[src/hw/rtl/vpa_pkg.sv]
// Types and codes of the variable-partition allocator.
// Used by the top level and by its checker; depends on nothing.
package vpa_pkg;

  localparam logic CMD_ALLOC   = 1'b0;
  localparam logic CMD_RECLAIM = 1'b1;

  localparam logic [1:0] FIT_FIRST = 2'd0;
  localparam logic [1:0] FIT_BEST  = 2'd1;
  localparam logic [1:0] FIT_WORST = 2'd2;

  typedef enum logic [1:0] {
    STAT_OK    = 2'd0,
    STAT_NOFIT = 2'd1,
    STAT_NOJOB = 2'd2,
    STAT_FULL  = 2'd3
  } status_t;

  typedef struct packed {
    logic [15:0] addr;
    logic [15:0] size;
  } fseg_t;

  typedef struct packed {
    logic [7:0]  job;
    logic [15:0] addr;
    logic [15:0] size;
  } aseg_t;

endpackage

[src/hw/rtl/variable_partition_allocator.sv]
// Variable-partition allocator: top level with the sequencer and both segment tables.
// Depends on vpa_pkg.
//
// The block manages a pool of KB-granular addresses with two address-ordered
// tables, one of free segments and one of allocated segments tagged by job id.
// An allocate item scans the free table by first, best or worst fit, carves the
// request off the low end of the chosen segment and inserts the new segment into
// the allocated table. A reclaim item finds the job's lowest-address segment,
// removes it and returns it to the free table, merging with the free neighbor
// below, above, both or neither. Every item yields exactly one result item.
// Each table is a memory with one write port and one registered read port, and
// one small sequencer walks them: every entry visited during a scan or a shift
// is read, then compared or written back. The block takes no new item until
// that work ends. A result waits in an output register, so the next item can be
// accepted while it is still stalled. After reset and after every configuration
// write the block, once idle, loads the whole pool as a single free segment
// (none if the clipped pool size is zero).
module variable_partition_allocator import vpa_pkg::*; #(
  parameter int MAX_JOBS = 16,
  parameter int MAX_FREE = 32
) (
  input  logic        clk,
  input  logic        rst_n,
  input  logic        cfg_write_en,
  input  logic        cfg_index,
  input  logic [15:0] cfg_wdata,
  input  logic        in_valid,
  output logic        in_stall,
  input  logic        in_cmd,
  input  logic [7:0]  in_job_id,
  input  logic [15:0] in_request_size,
  input  logic [1:0]  in_fit_policy,
  output logic        out_valid,
  input  logic        out_stall,
  output logic [1:0]  out_status,
  output logic [15:0] out_seg_address,
  output logic [15:0] out_seg_size
);

  // Table index widths and count widths (a count can hold the depth itself).
  localparam int FA_W = $clog2(MAX_FREE);
  localparam int FC_W = $clog2(MAX_FREE + 1);
  localparam int JA_W = (MAX_JOBS > 1) ? $clog2(MAX_JOBS) : 1;
  localparam int JC_W = $clog2(MAX_JOBS + 1);
  localparam int KW   = (FC_W > JC_W) ? FC_W : JC_W;

  typedef enum logic [3:0] {
    S_IDLE, S_ASCAN, S_APICK, S_ACARVE, S_FDN, S_APOS, S_AUP,
    S_RSCAN, S_RFPOS, S_RDEC, S_ADN, S_RMERGE, S_FUP, S_OUT
  } state_t;

  // Segment tables.
  fseg_t fmem [MAX_FREE];
  aseg_t amem [MAX_JOBS];
  fseg_t fq;
  aseg_t aq;

  logic [KW-1:0] fra, ara, fwa, awa;
  logic          fwe, awe;
  fseg_t         fwd;
  aseg_t         awd;

  // Control and working registers.
  state_t        state_r, state_nxt;
  logic          ph_r, ph_nxt;
  logic          init_r, init_nxt;
  logic [15:0]   pool_base_r, pool_base_nxt;
  logic [15:0]   pool_size_r, pool_size_nxt;
  logic [FC_W-1:0] fcnt_r, fcnt_nxt;
  logic [JC_W-1:0] acnt_r, acnt_nxt;
  logic [KW-1:0] k_r, k_nxt;
  logic [KW-1:0] pick_r, pick_nxt;
  logic [KW-1:0] ai_r, ai_nxt;
  logic [KW-1:0] fi_r, fi_nxt;
  logic          found_r, found_nxt;
  logic [15:0]   best_r, best_nxt;
  logic          cmd_r, cmd_nxt;
  logic [7:0]    job_r, job_nxt;
  logic [15:0]   req_r, req_nxt;
  logic [1:0]    pol_r, pol_nxt;
  logic [15:0]   seg_addr_r, seg_addr_nxt;
  logic [15:0]   seg_size_r, seg_size_nxt;
  fseg_t         prev_r, prev_nxt;
  fseg_t         next_r, next_nxt;
  logic          below_r, below_nxt;
  logic          above_r, above_nxt;
  status_t       res_stat_r, res_stat_nxt;
  logic [15:0]   res_addr_r, res_addr_nxt;
  logic [15:0]   res_size_r, res_size_nxt;
  logic          out_valid_r, out_valid_nxt;
  status_t       out_stat_r, out_stat_nxt;
  logic [15:0]   out_addr_r, out_addr_nxt;
  logic [15:0]   out_size_r, out_size_nxt;

  // Finish request from the sequencer.
  logic          fin;
  status_t       fin_stat;
  logic [15:0]   fin_addr, fin_size;

  logic [16:0]   room;
  logic [15:0]   eff_size;
  logic [KW:0]   kp1;
  logic [KW-1:0] km1;
  logic [KW-1:0] fcnt_k, acnt_k;
  logic          below_c, above_c;

  // Pool size clipped so that base plus size stays within the address space.
  assign room     = 17'h10000 - {1'b0, pool_base_r};
  assign eff_size = ({1'b0, pool_size_r} < room) ? pool_size_r : room[15:0];

  assign kp1    = {1'b0, k_r} + 1'b1;
  assign km1    = k_r - 1'b1;
  assign fcnt_k = KW'(fcnt_r);
  assign acnt_k = KW'(acnt_r);

  assign below_c = (fi_r != '0) &&
                   (({1'b0, prev_r.addr} + {1'b0, prev_r.size}) == {1'b0, seg_addr_r});
  assign above_c = (fi_r < fcnt_k) &&
                   (({1'b0, seg_addr_r} + {1'b0, seg_size_r}) == {1'b0, next_r.addr});

  assign in_stall        = (state_r != S_IDLE) || init_r;
  assign out_valid       = out_valid_r;
  assign out_status      = out_stat_r;
  assign out_seg_address = out_addr_r;
  assign out_seg_size    = out_size_r;

  always_comb begin
    state_nxt     = state_r;
    ph_nxt        = ph_r;
    init_nxt      = init_r;
    pool_base_nxt = pool_base_r;
    pool_size_nxt = pool_size_r;
    fcnt_nxt      = fcnt_r;
    acnt_nxt      = acnt_r;
    k_nxt         = k_r;
    pick_nxt      = pick_r;
    ai_nxt        = ai_r;
    fi_nxt        = fi_r;
    found_nxt     = found_r;
    best_nxt      = best_r;
    cmd_nxt       = cmd_r;
    job_nxt       = job_r;
    req_nxt       = req_r;
    pol_nxt       = pol_r;
    seg_addr_nxt  = seg_addr_r;
    seg_size_nxt  = seg_size_r;
    prev_nxt      = prev_r;
    next_nxt      = next_r;
    below_nxt     = below_r;
    above_nxt     = above_r;
    res_stat_nxt  = res_stat_r;
    res_addr_nxt  = res_addr_r;
    res_size_nxt  = res_size_r;
    out_valid_nxt = out_valid_r && out_stall;
    out_stat_nxt  = out_stat_r;
    out_addr_nxt  = out_addr_r;
    out_size_nxt  = out_size_r;
    fra = k_r;
    ara = k_r;
    fwe = 1'b0;
    fwa = k_r;
    fwd = fq;
    awe = 1'b0;
    awa = k_r;
    awd = aq;
    fin = 1'b0;
    fin_stat = STAT_OK;
    fin_addr = '0;
    fin_size = '0;

    unique case (state_r)
      S_IDLE: begin
        if (init_r) begin
          fwe      = 1'b1;
          fwa      = '0;
          fwd      = '{addr: pool_base_r, size: eff_size};
          fcnt_nxt = (eff_size != '0) ? FC_W'(1) : '0;
          acnt_nxt = '0;
          init_nxt = 1'b0;
        end else if (in_valid) begin
          cmd_nxt = in_cmd;
          job_nxt = in_job_id;
          req_nxt = in_request_size;
          pol_nxt = in_fit_policy;
          k_nxt   = '0;
          ph_nxt  = 1'b0;
          found_nxt = 1'b0;
          if (in_cmd == CMD_ALLOC) begin
            if (acnt_r == JC_W'(MAX_JOBS)) begin
              fin = 1'b1;
              fin_stat = STAT_FULL;
            end else if (in_request_size == '0) begin
              fin = 1'b1;
              fin_stat = STAT_NOFIT;
            end else begin
              state_nxt = S_ASCAN;
            end
          end else begin
            state_nxt = S_RSCAN;
          end
        end
      end

      // Fit search over the free table.
      S_ASCAN: begin
        if (!ph_r) begin
          if (k_r >= fcnt_k) state_nxt = S_APICK;
          else ph_nxt = 1'b1;
        end else begin
          ph_nxt = 1'b0;
          k_nxt  = kp1[KW-1:0];
          if (fq.size >= req_r) begin
            if (!found_r) begin
              found_nxt = 1'b1;
              pick_nxt  = k_r;
              best_nxt  = fq.size;
              if (pol_r != FIT_BEST && pol_r != FIT_WORST) state_nxt = S_APICK;
            end else if (pol_r == FIT_BEST && fq.size < best_r) begin
              pick_nxt = k_r;
              best_nxt = fq.size;
            end else if (pol_r == FIT_WORST && fq.size > best_r) begin
              pick_nxt = k_r;
              best_nxt = fq.size;
            end
          end
        end
      end

      S_APICK: begin
        fra = pick_r;
        if (!found_r) begin
          fin = 1'b1;
          fin_stat = STAT_NOFIT;
        end else begin
          state_nxt = S_ACARVE;
        end
      end

      // Carve the request off the low end of the chosen free segment.
      S_ACARVE: begin
        seg_addr_nxt = fq.addr;
        seg_size_nxt = req_r;
        ph_nxt       = 1'b0;
        if (fq.size > req_r) begin
          fwe       = 1'b1;
          fwa       = pick_r;
          fwd       = '{addr: fq.addr + req_r, size: fq.size - req_r};
          k_nxt     = '0;
          state_nxt = S_APOS;
        end else begin
          k_nxt     = pick_r;
          state_nxt = S_FDN;
        end
      end

      // Remove free entry k by moving the entries above it down one place.
      S_FDN: begin
        if (!ph_r) begin
          if (kp1 >= {1'b0, fcnt_k}) begin
            fcnt_nxt = fcnt_r - 1'b1;
            if (cmd_r == CMD_ALLOC) begin
              k_nxt     = '0;
              state_nxt = S_APOS;
            end else begin
              fin = 1'b1;
              fin_addr = seg_addr_r;
              fin_size = seg_size_r;
            end
          end else begin
            fra    = kp1[KW-1:0];
            ph_nxt = 1'b1;
          end
        end else begin
          fwe    = 1'b1;
          fwa    = k_r;
          fwd    = fq;
          k_nxt  = kp1[KW-1:0];
          ph_nxt = 1'b0;
        end
      end

      // Find the insertion place in the allocated table.
      S_APOS: begin
        if (!ph_r) begin
          if (k_r >= acnt_k) begin
            ai_nxt    = k_r;
            k_nxt     = acnt_k;
            state_nxt = S_AUP;
          end else begin
            ph_nxt = 1'b1;
          end
        end else begin
          ph_nxt = 1'b0;
          if (aq.addr < seg_addr_r) begin
            k_nxt = kp1[KW-1:0];
          end else begin
            ai_nxt    = k_r;
            k_nxt     = acnt_k;
            state_nxt = S_AUP;
          end
        end
      end

      // Open a hole at the insertion place and record the new segment.
      S_AUP: begin
        if (!ph_r) begin
          if (k_r == ai_r) begin
            awe      = 1'b1;
            awa      = ai_r;
            awd      = '{job: job_r, addr: seg_addr_r, size: seg_size_r};
            acnt_nxt = acnt_r + 1'b1;
            fin      = 1'b1;
            fin_addr = seg_addr_r;
            fin_size = seg_size_r;
          end else begin
            ara    = km1;
            ph_nxt = 1'b1;
          end
        end else begin
          awe    = 1'b1;
          awa    = k_r;
          awd    = aq;
          k_nxt  = km1;
          ph_nxt = 1'b0;
        end
      end

      // Find the job's lowest-address segment.
      S_RSCAN: begin
        if (!ph_r) begin
          if (k_r >= acnt_k) begin
            fin = 1'b1;
            fin_stat = STAT_NOJOB;
          end else begin
            ph_nxt = 1'b1;
          end
        end else begin
          ph_nxt = 1'b0;
          if (aq.job == job_r) begin
            ai_nxt       = k_r;
            seg_addr_nxt = aq.addr;
            seg_size_nxt = aq.size;
            k_nxt        = '0;
            state_nxt    = S_RFPOS;
          end else begin
            k_nxt = kp1[KW-1:0];
          end
        end
      end

      // Locate the free neighbors below and above the returned segment.
      S_RFPOS: begin
        if (!ph_r) begin
          if (k_r >= fcnt_k) begin
            fi_nxt    = k_r;
            state_nxt = S_RDEC;
          end else begin
            ph_nxt = 1'b1;
          end
        end else begin
          ph_nxt = 1'b0;
          if (fq.addr < seg_addr_r) begin
            prev_nxt = fq;
            k_nxt    = kp1[KW-1:0];
          end else begin
            next_nxt  = fq;
            fi_nxt    = k_r;
            state_nxt = S_RDEC;
          end
        end
      end

      S_RDEC: begin
        below_nxt = below_c;
        above_nxt = above_c;
        if (!below_c && !above_c && fcnt_r >= FC_W'(MAX_FREE)) begin
          fin = 1'b1;
          fin_stat = STAT_FULL;
        end else begin
          k_nxt     = ai_r;
          ph_nxt    = 1'b0;
          state_nxt = S_ADN;
        end
      end

      // Remove the allocated entry.
      S_ADN: begin
        if (!ph_r) begin
          if (kp1 >= {1'b0, acnt_k}) begin
            acnt_nxt  = acnt_r - 1'b1;
            state_nxt = S_RMERGE;
          end else begin
            ara    = kp1[KW-1:0];
            ph_nxt = 1'b1;
          end
        end else begin
          awe    = 1'b1;
          awa    = k_r;
          awd    = aq;
          k_nxt  = kp1[KW-1:0];
          ph_nxt = 1'b0;
        end
      end

      // The four coalescing cases.
      S_RMERGE: begin
        ph_nxt = 1'b0;
        if (below_r && above_r) begin
          fwe       = 1'b1;
          fwa       = fi_r - 1'b1;
          fwd       = '{addr: prev_r.addr, size: prev_r.size + seg_size_r + next_r.size};
          k_nxt     = fi_r;
          state_nxt = S_FDN;
        end else if (below_r) begin
          fwe      = 1'b1;
          fwa      = fi_r - 1'b1;
          fwd      = '{addr: prev_r.addr, size: prev_r.size + seg_size_r};
          fin      = 1'b1;
          fin_addr = seg_addr_r;
          fin_size = seg_size_r;
        end else if (above_r) begin
          fwe      = 1'b1;
          fwa      = fi_r;
          fwd      = '{addr: seg_addr_r, size: next_r.size + seg_size_r};
          fin      = 1'b1;
          fin_addr = seg_addr_r;
          fin_size = seg_size_r;
        end else begin
          k_nxt     = fcnt_k;
          state_nxt = S_FUP;
        end
      end

      // Open a hole in the free table and insert the segment on its own.
      S_FUP: begin
        if (!ph_r) begin
          if (k_r == fi_r) begin
            fwe      = 1'b1;
            fwa      = fi_r;
            fwd      = '{addr: seg_addr_r, size: seg_size_r};
            fcnt_nxt = fcnt_r + 1'b1;
            fin      = 1'b1;
            fin_addr = seg_addr_r;
            fin_size = seg_size_r;
          end else begin
            fra    = km1;
            ph_nxt = 1'b1;
          end
        end else begin
          fwe    = 1'b1;
          fwa    = k_r;
          fwd    = fq;
          k_nxt  = km1;
          ph_nxt = 1'b0;
        end
      end

      // Hand the result to the output register once it is free.
      S_OUT: begin
        if (!out_valid_r || !out_stall) begin
          out_valid_nxt = 1'b1;
          out_stat_nxt  = res_stat_r;
          out_addr_nxt  = res_addr_r;
          out_size_nxt  = res_size_r;
          state_nxt     = S_IDLE;
        end
      end

      default: state_nxt = S_IDLE;
    endcase

    if (fin) begin
      res_stat_nxt = fin_stat;
      res_addr_nxt = fin_addr;
      res_size_nxt = fin_size;
      state_nxt    = S_OUT;
    end

    // A configuration write reloads the pool.
    if (cfg_write_en) begin
      init_nxt = 1'b1;
      if (cfg_index) pool_size_nxt = cfg_wdata;
      else pool_base_nxt = cfg_wdata;
    end
  end

  always_ff @(posedge clk) begin
    if (!rst_n) begin
      state_r     <= S_IDLE;
      ph_r        <= 1'b0;
      init_r      <= 1'b1;
      pool_base_r <= 16'd0;
      pool_size_r <= 16'd1024;
      fcnt_r      <= '0;
      acnt_r      <= '0;
      out_valid_r <= 1'b0;
    end else begin
      state_r     <= state_nxt;
      ph_r        <= ph_nxt;
      init_r      <= init_nxt;
      pool_base_r <= pool_base_nxt;
      pool_size_r <= pool_size_nxt;
      fcnt_r      <= fcnt_nxt;
      acnt_r      <= acnt_nxt;
      out_valid_r <= out_valid_nxt;
    end
    k_r        <= k_nxt;
    pick_r     <= pick_nxt;
    ai_r       <= ai_nxt;
    fi_r       <= fi_nxt;
    found_r    <= found_nxt;
    best_r     <= best_nxt;
    cmd_r      <= cmd_nxt;
    job_r      <= job_nxt;
    req_r      <= req_nxt;
    pol_r      <= pol_nxt;
    seg_addr_r <= seg_addr_nxt;
    seg_size_r <= seg_size_nxt;
    prev_r     <= prev_nxt;
    next_r     <= next_nxt;
    below_r    <= below_nxt;
    above_r    <= above_nxt;
    res_stat_r <= res_stat_nxt;
    res_addr_r <= res_addr_nxt;
    res_size_r <= res_size_nxt;
    out_stat_r <= out_stat_nxt;
    out_addr_r <= out_addr_nxt;
    out_size_r <= out_size_nxt;
  end

  // Table memories: one write and one registered read each per cycle.
  always_ff @(posedge clk) begin
    if (fwe) fmem[fwa[FA_W-1:0]] <= fwd;
    fq <= fmem[fra[FA_W-1:0]];
  end

  always_ff @(posedge clk) begin
    if (awe) amem[awa[JA_W-1:0]] <= awd;
    aq <= amem[ara[JA_W-1:0]];
  end

endmodule

[config.mk]
export PLATFORM = sky130hd
export DESIGN_NAME = variable_partition_allocator
export DESIGN_NICKNAME = d
export VERILOG_FILES = /design/src/hw/rtl/vpa_pkg.sv /design/src/hw/rtl/variable_partition_allocator.sv
export SDC_FILE = /design/constraint.sdc
export NUM_CORES = 2
export LEC_CHECK = 0
export ABC_CLOCK_PERIOD_IN_PS = 12900
export BUFFER_PORTS_ARGS = -buffer_cell sky130_fd_sc_hd__buf_4
export CAP_MARGIN = 10
export CORE_MARGIN = 2
export CORE_UTILIZATION = 55
export CTS_BUF_LIST = sky130_fd_sc_hd__clkbuf_8 sky130_fd_sc_hd__clkbuf_16
export CTS_CLUSTER_DIAMETER = 30
export CTS_CLUSTER_SIZE = 8
export DETAILED_ROUTE_END_ITERATION = 6
export PLACE_DENSITY_LB_ADDON = 0.3
export SYNTH_ARGS = -nofsm -noshare
export SYNTH_HDL_FRONTEND = slang
export SYNTH_SLANG_ARGS = --single-unit
[constraint.sdc]
create_clock -name clk -period 12.9 [get_ports clk]
set_clock_uncertainty 0.1 [all_clocks]
set_input_delay 1.29 -clock clk [delete_from_list [all_inputs] [get_ports clk]]
set_output_delay 1.29 -clock clk [all_outputs]
set_load 0.03 [all_outputs]
==> results.yml <==
logic_synthesis:
  avgSynthCellArea_sq_um: 12.6
  syn-cell-area_sq_um: 88800
  yosys.cell_types.count: 84
  synth-warning-count: 0
  synth_async_sr_flop_share_pct: 0
  synth-edff-count: 1898
  yosys-top-cells-area: "sky130_fd_sc_hd__edfxtp_1 64%, sky130_fd_sc_hd__nand2_1 5.7%, sky130_fd_sc_hd__ha_1 3.0%"
  synth-seq-area-share_pct: 66.9
  postSynth.topFlopCell: "sky130_fd_sc_hd__edfxtp_1"
  synth.ff_latch_count: 2020
  synth.largest_area_cell: "sky130_fd_sc_hd__edfxtp_1"
  mappedNetlistNets: 7324
  yosys_top_cell_area_share_pct: 64.2
  synthCells: 7053
die:
  chipHeight_um: 406
  core_region_area_sq_um: 160000
  design.portCount: 85
  start_util_pct: 55.4
  die_area_sq_um: 165000
  die_x_um: 406
  placementRows: 147
finish:
  multi_input_comb_area_sq_um: 27900
  area_growth_syn_to_layout_pct: 18.7
  fillerInstances: 11100
  commonest_non_fill_non_tap_cells_in_the_layout: "1898 x sky130_fd_sc_hd__edfxtp_1, 1355 x sky130_fd_sc_hd__nand2_1, 401 x sky130_fd_sc_hd__clkbuf_16, 314 x sky130_fd_sc_hd__a211oi_1, 300 x sky130_fd_sc_hd__a21oi_1"
  finalCoreUtilization_pct: 65.7
  mostFrequentLayoutCell: "sky130_fd_sc_hd__edfxtp_1"
  footprint_of_the_flip_flops_and_latches_sq_um: 59400
  design.final.nets: 7584
  drive_above_1_share_pct: 13.2
clock_tree:
  clk_pin_slew_ps: 50
  post_cts_hold_buffer_count: 0
  clock_tree.root_cell: "sky130_fd_sc_hd__clkbuf_16"
  tritoncts: "yes"
  tritoncts_num_sinks: 2020
  clock_insertion_delay_worst_skew_ps: 970
  cts_setup_buffers: 0
  cts_max_level: 5
  cts-buffers-inserted: 393
  cts-root-to-sink-buffers: 4
  cts.repair.resized: 0
worst_setup_path:
  cp_cell_sequence: "buf_4 -> nand2_1 -> or4_4 -> xnor2_1 -> ha_1 -> a21oi_1 -> o21ai_0 -> a2bb2oi_1 -> nand4_1 -> o21ai_0 -> nand3_4 -> buf_4 -> nor2_4 -> buf_4 -> nand3_1 -> nand4_1 -> nand4_1"
  worstPathMaxFanout: 55
  r2r_worst_path_depth: 17
  cp_slowest_stage_delay_ps: 930
  worst_setup_path_end_kind: "register"
  cpLargestDelayFamily: "simple AND/OR/NAND/NOR gates"
  path_buf_inv: 3
  crit_path_top_delay_cell: "sky130_fd_sc_hd__o21ai_0"
  critPathKind: "register to register"
  r2r_start: "k_r[2]"
  critPathArrivalTime_ps: 7570
  worst_ep_required_time_ps: 13600
  timing.critical_path.from: "k_r[2]"
  critPathLaunchType: "register"
  count_of_cell_instances_traversed_by_the_critical_path: 17
detailed_routing:
  route.antenna.remaining_nets: 0
  overall_routed_net_length_um: 270000
  remaining_drc_errors: 4
  total_number_of_vias: 62800
  vias_per_cell: 6.43
  drt_first_iter_violations: 8795
  drtPass1Iterations: 7
  routedWlPerCell_um: 27.7
placement:
  hpwl_um: 151000
  place_congestion: 0.979
  place.port_buffers: 84
worst_hold_path:
  holdPathStages: 0
  hold_path_startpoint: "res_size_r[6]"
  worst_hold_path_type: "register to register"
power:
  worst_ir_drop_vdd_mv: 0.249
  power_per_unit_of_standard_cell_area_nw_per_um2: 287
  power.static_leakage_nw: 37.8
global_routing:
  grt_antenna_before_repair: 18
  grt_max_degree: 220
  grt_first_pass_wirelength_um: 393000
  grt_overflow: 0
  groute.usage.overall_pct: 32.5
  grt_pass1_vias: 60300
timing:
  finalCriticalPeriod_ps: 6870
  grt_setup_unrepaired: "false"
  max_freq_mhz: 146
  fin_tns_setup_ps: 0
  setup_violation_total_in_the_final_timing_report: 0
  slew_viols_final: 0
  hold_viol: 0
  relSlewSlack_pct: 15.3
  worstMarginPinSlew_ps: 1270
  timing.final.crit_share_pct: 53.2
outcome:
  violations: "DRC"
  run_status: "complete, but fails checks"
run:
  maxCapViolations: 0
==> stage by stage <==
| stage | instances | total power, W | cell area [sq um] | worst slack, ps | hold WS (ps) |
|---|---|---|---|---|---|
| 2_1_floorplan | 7053 | 0.0165 | 88800 | 7330 | 300 |
| 6_report | 9763 | 0.0303 | 105000 | 6030 | 311 |
| 3_5_place_dp | 9071 | 0.0203 | 92700 | 6200 | 305 |
| 4_1_cts | 9751 | 0.0300 | 105000 | 6190 | 309 |
| 5_1_grt | 9758 | 0.0315 | 105000 | 5730 | 322 |
| 3_3_place_gp | 9071 | 0.0201 | 92700 | 6370 | 302 |
==> final timing paths <==
check	endpoint	slack (ps)
hold reg to reg	out_seg_size[6]	310
hold / removal	out_seg_size[6]	310
setup reg to reg	fq[17]	6030
setup / recovery	fq[17]	6030
==> flip-flops by register name, indices dropped and copies added, names as in the netlist, 6 cells and up <==
register / count
prev_r: 32
job_r: 8
pool_base_r: 16
fi_r: 6
res_size_r: 16
seg_addr_r: 16
ai_r: 6
out_seg_address: 16
amem: 640
aq: 40
req_r: 16
fmem: 1024
fq: 32
seg_size_r: 16
fcnt_k: 6
pick_r: 6
out_seg_size: 16
next_r: 32
k_r: 6
res_addr_r: 16
best_r: 16
pool_size_r: 16
==> final cells by class <==
| type | count | share of cell area [%] |
|---|---|---|
| Inverter | 131 | 0.466 |
| Sequential cell | 2020 | 56.4 |
| Timing Repair Buffer | 283 | 2.17 |
| Tap cell | 2160 | 2.56 |
| Multi-Input combinational cell | 4484 | 26.5 |
| Clock buffer | 431 | 9.91 |
| Antenna cell | 5 | 0.0119 |
| Clock inverter | 249 | 2.01 |
==> synth_stat cells, types with 29 or more instances <==
cell type / count
sky130_fd_sc_hd__nand4_1: 88
sky130_fd_sc_hd__clkbuf_1: 320
sky130_fd_sc_hd__a211oi_1: 315
sky130_fd_sc_hd__a21oi_1: 302
sky130_fd_sc_hd__a22oi_1: 38
sky130_fd_sc_hd__o21ai_0: 154
sky130_fd_sc_hd__nand3_1: 255
sky130_fd_sc_hd__a221oi_1: 29
sky130_fd_sc_hd__dfxtp_1: 122
sky130_fd_sc_hd__mux2_2: 46
sky130_fd_sc_hd__xnor2_1: 105
sky130_fd_sc_hd__a21o_1: 59
sky130_fd_sc_hd__edfxtp_1: 1898
sky130_fd_sc_hd__mux2i_1: 112
sky130_fd_sc_hd__and2_1: 267
sky130_fd_sc_hd__a31oi_1: 225
sky130_fd_sc_hd__nor2_1: 227
sky130_fd_sc_hd__a32oi_1: 65
sky130_fd_sc_hd__xor2_1: 49
sky130_fd_sc_hd__ha_1: 213
sky130_fd_sc_hd__nor3_1: 52
sky130_fd_sc_hd__nand2_1: 1355
sky130_fd_sc_hd__nand2b_1: 47
sky130_fd_sc_hd__a311oi_1: 87
sky130_fd_sc_hd__buf_2: 70
sky130_fd_sc_hd__and3_1: 84
sky130_fd_sc_hd__inv_1: 128
==> worst register-to-register path, cell delays in order, from the launching register on <==
cell and delay (ps):
sky130_fd_sc_hd__edfxtp_1 320, sky130_fd_sc_hd__buf_4 360, sky130_fd_sc_hd__nand2_1 380, sky130_fd_sc_hd__or4_4 560
sky130_fd_sc_hd__xnor2_1 200, sky130_fd_sc_hd__ha_1 290, sky130_fd_sc_hd__a21oi_1 140, sky130_fd_sc_hd__o21ai_0 150
sky130_fd_sc_hd__a2bb2oi_1 180, sky130_fd_sc_hd__nand4_1 400, sky130_fd_sc_hd__o21ai_0 930, sky130_fd_sc_hd__nand3_4 640
sky130_fd_sc_hd__buf_4 590, sky130_fd_sc_hd__nor2_4 630, sky130_fd_sc_hd__buf_4 500, sky130_fd_sc_hd__nand3_1 160
sky130_fd_sc_hd__nand4_1 150, sky130_fd_sc_hd__nand4_1 80
==> per-layer routing <==
| metal | vias up | share of wire (%) | global-route usage, % |
|---|---|---|---|
| li1 | 27200 | - | - |
| met4 | 16 | 5.7 | 17.4 |
| met5 | - | 0.038 | 0 |
| met2 | 3904 | 44 | 48.6 |
| met3 | 774 | 12 | 7.71 |
| met1 | 30900 | 38 | 44.3 |
==> where the power goes <==
group | switching [W] | internal (W)
combinational | 0.00787 | 0.00310
clock | 0.00317 | 0.00641
sequential | 0.000402 | 0.00931
==> logic make-up (layout without fill, tap and decap cells) <==
| family | after synthesis | count (layout) | share of synthesized area [%] |
|---|---|---|---|
| fa+ha+maj | 222 | 222 | 3.20 |
| mux | 160 | 160 | 1.89 |
| other cells | 0 | 5 | 0 |
| compound gates | 1468 | 1468 | 11.3 |
| xor+xnor | 156 | 156 | 1.56 |
| flops | 2020 | 2020 | 66.9 |
| simple gates | 2478 | 2478 | 12.6 |
| buf+inv | 549 | 1094 | 2.45 |
(Power assumes the default switching activity.)
